<file path="src/hdl/ssr_pkg.sv">
// Shared constants and types for the smoothstep remap block.
`timescale 1ns / 1ps
package ssr_pkg;
    localparam int FRAC_BITS_DEF = 16;
    localparam int DATA_W = 32;
    localparam int NUM_W = 33;

    typedef enum logic [1:0] {
        MODE_SMOOTH   = 2'd0,
        MODE_SMOOTHER = 2'd1,
        MODE_SMOOTHEST = 2'd2,
        MODE_LINEAR   = 2'd3
    } t_mode;

    localparam logic [2:0] REG_MODE    = 3'd0;
    localparam logic [2:0] REG_EDGE_LO = 3'd1;
    localparam logic [2:0] REG_EDGE_HI = 3'd2;
    localparam logic [2:0] REG_OUT_LO  = 3'd3;
    localparam logic [2:0] REG_OUT_HI  = 3'd4;
endpackage

</file>
<file path="src/hdl/ssr_div.sv">
// Pipelined restoring divider: one quotient bit per stage, clamped to 1.0.
`timescale 1ns / 1ps
module ssr_div #(
    parameter int FRAC_BITS = ssr_pkg::FRAC_BITS_DEF
) (
    input  logic                  i_clk,
    input  logic                  i_rst_n,
    input  logic                  i_en,
    input  logic                  i_valid,
    input  logic [32:0]           i_num,   // magnitude
    input  logic [32:0]           i_den,   // magnitude, nonzero when used
    input  logic                  i_zero,  // force t = 0
    input  logic                  i_one,   // force t = 1.0
    input  logic [1:0]            i_mode,
    output logic                  o_valid,
    output logic [FRAC_BITS:0]    o_t,
    output logic [1:0]            o_mode
);
    // Quotient = floor(num*2^F/den), clamped to 2^F: only F+1 bits needed
    // once num>=den is detected (then t=1.0). Compute F quotient bits in an F+1-bit field.
    localparam int QB = FRAC_BITS + 1;
    localparam int RW = 34;
    logic [RW-1:0]     r_rem [QB+1];
    logic [32:0]       r_den [QB+1];
    logic [QB-1:0]     r_q   [QB+1];
    logic              r_v   [QB+1];
    logic              r_z   [QB+1];
    logic              r_o   [QB+1];
    logic [1:0]        r_m   [QB+1];

    always_ff @(posedge i_clk) begin
        if (!i_rst_n) begin
            for (int k = 0; k <= QB; k++) r_v[k] <= 1'b0;
        end else if (i_en) begin
            r_v[0] <= i_valid;
            for (int k = 1; k <= QB; k++) r_v[k] <= r_v[k-1];
        end
    end

    // stage 0: if num >= den then t saturates to 1.0
    always_ff @(posedge i_clk) begin
        if (i_en) begin
            r_rem[0] <= {1'b0, i_num};
            r_den[0] <= i_den;
            r_q[0]   <= '0;
            r_z[0]   <= i_zero;
            r_o[0]   <= i_one || (!i_zero && (i_num >= i_den));
            r_m[0]   <= i_mode;
        end
    end

    // stages 1..QB: num<den so quotient < 2^F; bits F-1..0 over QB-1 steps,
    // last stage just registers.
    for (genvar g = 1; g <= QB; g++) begin : g_st
        logic [RW-1:0] w_sh;
        logic [RW-1:0] w_df;
        assign w_sh = {r_rem[g-1][RW-2:0], 1'b0};
        assign w_df = w_sh - {1'b0, r_den[g-1]};
        always_ff @(posedge i_clk) begin
            if (i_en) begin
                r_den[g] <= r_den[g-1];
                r_z[g]   <= r_z[g-1];
                r_o[g]   <= r_o[g-1];
                r_m[g]   <= r_m[g-1];
                if (g < QB) begin
                    if (!w_df[RW-1]) begin
                        r_rem[g] <= w_df;
                        r_q[g]   <= {r_q[g-1][QB-2:0], 1'b1};
                    end else begin
                        r_rem[g] <= w_sh;
                        r_q[g]   <= {r_q[g-1][QB-2:0], 1'b0};
                    end
                end else begin
                    r_rem[g] <= r_rem[g-1];
                    r_q[g]   <= r_q[g-1];
                end
            end
        end
    end

    assign o_valid = r_v[QB];
    assign o_mode  = r_m[QB];
    assign o_t = r_z[QB] ? '0 :
                 r_o[QB] ? (QB)'(1) << FRAC_BITS : r_q[QB];
endmodule

</file>
<file path="config.mk">
export PLATFORM = sky130hd
export DESIGN_NAME = ssr_div
export DESIGN_NICKNAME = d
export VERILOG_FILES = /design/src/hdl/ssr_pkg.sv /design/src/hdl/ssr_div.sv
export SDC_FILE = /design/constraint.sdc
export NUM_CORES = 2
export LEC_CHECK = 0
export BUFFER_PORTS_ARGS = -buffer_cell sky130_fd_sc_hd__buf_2
export CAP_MARGIN = 20
export CORE_MARGIN = 1
export CORE_UTILIZATION = 55
export CTS_CLUSTER_SIZE = 16
export DETAILED_ROUTE_END_ITERATION = 10
export GPL_ROUTABILITY_DRIVEN = 0
export GPL_TIMING_DRIVEN = 0
export HOLD_SLACK_MARGIN = 0.03
export PLACE_DENSITY = 0.71
export SLEW_MARGIN = 10
export SYNTH_ARGS = -nofsm -noshare
export SYNTH_HDL_FRONTEND = slang
export SYNTH_SLANG_ARGS = --single-unit
</file>
<file path="constraint.sdc">
create_clock -name i_clk -period 7.6 [get_ports i_clk]
set_input_delay 0.38 -clock i_clk [delete_from_list [all_inputs] [get_ports i_clk]]
set_output_delay 0.38 -clock i_clk [all_outputs]
set_load 0.1 [all_outputs]
</file>
==> results summary <==
The total wire length after detailed routing is 148000 µm. The number of unique standard cell types used by synthesis is 93. After synthesis the netlist holds a flip-flop and latch count of 1298. Sequential cells burn 34.9% of the power. The boundary pin count is 94. The flow ran to the end, and the final reports show no timing, DRC or antenna violations. The initial core utilization came out at 55.4%. The share of total power in combinational logic came out at 44.9%. The post-route cell area came out at about 80000 µm². The count of filler cells inserted in the layout is 9970. Summed over all instances, the cell type with the most area after synthesis is edfxtp_1.

Internal power comes to roughly 20 mW. Counting every net in the synthesized netlist gives 7057. The number of clock sinks seen by CTS is 1298.

The post-placement setup slack came out at ~1.6 ns. The total global routing track utilization is 22.2%. In this run the biggest area consumer among cell types represents 53.6% of the synthesized area. Dividing the detail-routed via count by the number of cells gives about 5.7. Counting flops with a built-in enable in the synthesized netlist gives ~1300. The total overflow left after global routing is 0.

The final-report hold violation count came out at 0. The via count of the first global-routing pass came out at 50500. The cell count after placement is 8292. The via count is 48800.

The number of non-filler instances in the completed layout is around 8600. After legalization and detailed placement, the total HPWL measured between 100000 and 150000 µm. The tree is rooted in a clkbuf_16. The worst supply voltage drop on vdd is around 0.28 mV. In this run the static leakage power is 33.7 nW.

STA puts the critical path data required time at 8.20 ns. The gate count of the mapped netlist came out at roughly 6400. The switching fraction of total power is 36.9%. The post-detailed-placement cell area is 75900 µm². The number of buffers inserted to repair setup after CTS came out at 0.

The layout overhead on the synthesized area is 11.5%. STA classifies the critical path startpoint as an input pin. The clock transition at the registers of the reported paths is 0.06 ns. TritonCTS built the clock tree.

The floorplan die area came out at 134000 µm². The number of iterations in the first detailed-routing pass came out at 6. The floorplan die width came out at 366 µm. The number of gates given a new drive strength after cts is 0. The transition time of the tightest slew-check pin is 1.13 ns. The DRC violations left is 0. Setup repair after global routing left no endpoint under its margin. The biggest fanout along the worst timing path came out at 104. The data arrival time of the critical path came out at 6.23 ns. The number of port buffers is 93.

The worst pin sits at a relative slew slack of 24.0%. The share of power burned in the clock network came out at around a fifth. The final net count came out at 7391.

The power density normalized to cell area is 401 nW/µm². The height of the chip came out at approximately 370 µm. The TritonCTS buffer count came out at 144. The maximum clock insertion buffer count came out at 3. The share of layout cells above drive strength 1 is a little over 7%. The number of endpoints failing setup at the final stage is 0. The clock insertion delay at the later pin of the skew report is 0.78 ns. The maximum clock frequency came out at between 150 and 200 MHz.

The time the worst path needs with I/O delays and setup came out at 5.64 ns. Entering global routing, the biggest net connects 105 pins. A synthesized cell averages 11.3 µm².

The switching power of the nets is between 10 and 15 mW. The total of warnings raised by yosys came out at 0. The wire length of the first global-routing pass is 238000 µm. For this run, the leading register cell type out of synthesis is edfxtp_1.

The standard-cell row count came out at 133. The max-capacitance violation count came out at 0. Summing all multi-input logic gate instances after layout gives around 30000 µm². The final-report max-slew violation count came out at 0. The setup path with the least slack is of type input pin to flop. Overall power consumption after layout is estimated at approximately 33 mW. The area of the mapped netlist is slightly above 70000 µm².

The total negative setup slack is 0 ns. The worst clock skew is roughly 0.023 ns. After synthesis, flip-flops and latches occupy between 50% and 60% of the total area. The initial antenna violation count was 0. The H-tree level count is 4.

The worst path uses 74.2% of the clock period. The worst setup path is captured at a flop. Registers take 39000 µm². The share of flip-flops with an asynchronous set or reset is 0%. The post-detailed-route wirelength per cell came out at 17.1 µm. The slack of the critical path came out at 1.96 ns. The residual antenna-violating net count after detailed routing is 0.

The DRC marker count from the first detailed-route iteration came out at 3280. The area of the core came out at approximately 130000 µm². By area the synthesized netlist is led by edfxtp_1, ha_1, inv_1.

The min-delay analysis places its worst path in the category input pin to flop.
## power groups by stage
stage | Clock [mW] | Combinational [mW] | Sequential (mW)
final | 6.56 | 14.6 | 11.3
after global routing | 6.98 | 16.2 | 11.5
after CTS | 6.70 | 14.4 | 11.3
after detailed placement | 0 | 14.3 | 11.4
after global placement | 0 | 13.9 | 11.5
after floorplan | 0 | 11.2 | 11.2
## stage by stage
stage | utilization, % | hold slack, ns
2_1_floorplan | - | 0.400
3_3_place_gp | 57.4 | 0.401
3_5_place_dp | 57.8 | 0.405
4_1_cts | 61.7 | 0.163
5_1_grt | 61.7 | 0.248
6_report | 61.7 | 0.238
## synthesized netlist by cell type (10+ instances only)
| master | count |
|---|---|
| a2111oi_0 | 13 |
| a211o_1 | 16 |
| a211oi_1 | 45 |
| a21boi_0 | 14 |
| a21o_1 | 282 |
| a21oi_1 | 469 |
| a221oi_1 | 11 |
| a31oi_1 | 61 |
| and2_1 | 65 |
| and3_1 | 61 |
| buf_1 | 13 |
| buf_4 | 11 |
| clkbuf_1 | 124 |
| edfxtp_1 | 1297 |
| fa_1 | 15 |
| ha_1 | 545 |
| inv_1 | 686 |
| mux2_1 | 96 |
| mux2_2 | 61 |
| mux2_4 | 29 |
| mux2i_1 | 16 |
| nand2_1 | 518 |
| nand2b_1 | 70 |
| nand3_1 | 86 |
| nand4_1 | 59 |
| nor2_1 | 286 |
| nor2b_1 | 54 |
| nor3_1 | 78 |
| o2111ai_1 | 12 |
| o211ai_1 | 31 |
| o21a_1 | 77 |
| o21ai_0 | 447 |
| o21ai_1 | 13 |
| o21bai_1 | 67 |
| o31a_1 | 16 |
| o31ai_1 | 46 |
| o41ai_1 | 10 |
| or2_2 | 19 |
| or3_1 | 17 |
| xnor2_1 | 224 |
| xor2_1 | 181 |
## layer usage
| layer | GRT usage (%) | up-vias | routed length, µm |
|---|---|---|---|
| li1 | - | 24200 | - |
| met1 | 20.7 | 22900 | 52000 |
| met2 | 43.9 | 1253 | 80600 |
| met3 | 3.09 | 506 | 5090 |
| met4 | 15.2 | 0 | 9880 |
| met5 | 0 | - | 0 |
## cells in the final DEF (no fill, tap or decap), types with 17 or more instances in the layout
master,count
a211oi_1,45
nand3_1,86
and3_1,61
o21bai_1,67
xor2_1,181
mux2_1,96
and2_1,65
inv_1,686
buf_2,100
or2_2,19
xnor2_1,224
edfxtp_1,1297
nor2b_1,54
dlygate4sd3_1,73
mux2_4,29
ha_1,545
a31oi_1,61
o31ai_1,46
mux2_2,61
clkinv_2,20
a21oi_1,469
nand2b_1,70
o21ai_0,447
o21a_1,77
or3_1,17
clkbuf_1,150
nand4_1,59
a21o_1,282
nor3_1,78
nor2_1,286
clkbuf_16,145
nand2_1,518
clkinv_1,27
o211ai_1,31
## logic make-up after synthesis
kind of cell / Yosys count / share of synthesized area (%)
adder cells (fa/ha/maj): 560 / 9.79
multiplexers: 205 / 3.31
XOR/XNOR: 405 / 4.88
flip-flops: 1298 / 53.6
AND/OR/NAND/NOR: 1363 / 8.78
AO/OA/AOI/OAI: 1740 / 15.1
buffers and inverters: 852 / 4.51
## sequential cells by signal (all words and copies together) (netlist names)
register / count
r_den: 528
r_m: 36
r_o: 18
r_q: 152
r_rem: 528
r_v: 18
r_z: 18
## layout make-up
class | count | area share (%)
plain buffers | 160 | 0.864
clock inverters | 74 | 0.813
clock buffers | 187 | 4.68
repair buffers | 188 | 2.07
well taps | 1755 | 2.71
multi-input cells | 4273 | 37.6
flip-flops and latches | 1298 | 48.1
diodes | 2 | 0.00617
inverters | 692 | 3.20
## what timing repair did
item,4_1_cts,5_1_grt
endpoints found under the hold margin,92,0
setup endpoints to repair,0,0
hold buffers,73,0
## worst max-delay path: stages
cell,delay (ns)
dlygate4sd3_1,0.56
buf_8,0.39
buf_16,0.44
buf_16,0.39
buf_16,0.46
clkbuf_1,0.54
clkbuf_1,0.79
nand4_1,0.19
o31ai_1,0.13
a31oi_1,0.07
nand3_1,0.18
clkbuf_1,0.62
clkbuf_1,0.73
nand2_1,0.14
o31ai_1,0.10
## worst paths after layout
kind	startpoint	endpoint	slack, ns	depth (start not counted)
hold / removal	i_one	r_o[0]	0.24	5
setup / recovery	i_en	r_rem[7][29]	1.96	15
setup reg to reg	r_den[12][2]	r_rem[6][37]	2.14	14
hold reg to reg	r_z[10]	r_z[11]	0.41	0
Note: power is estimated with default switching activity, not from simulation.
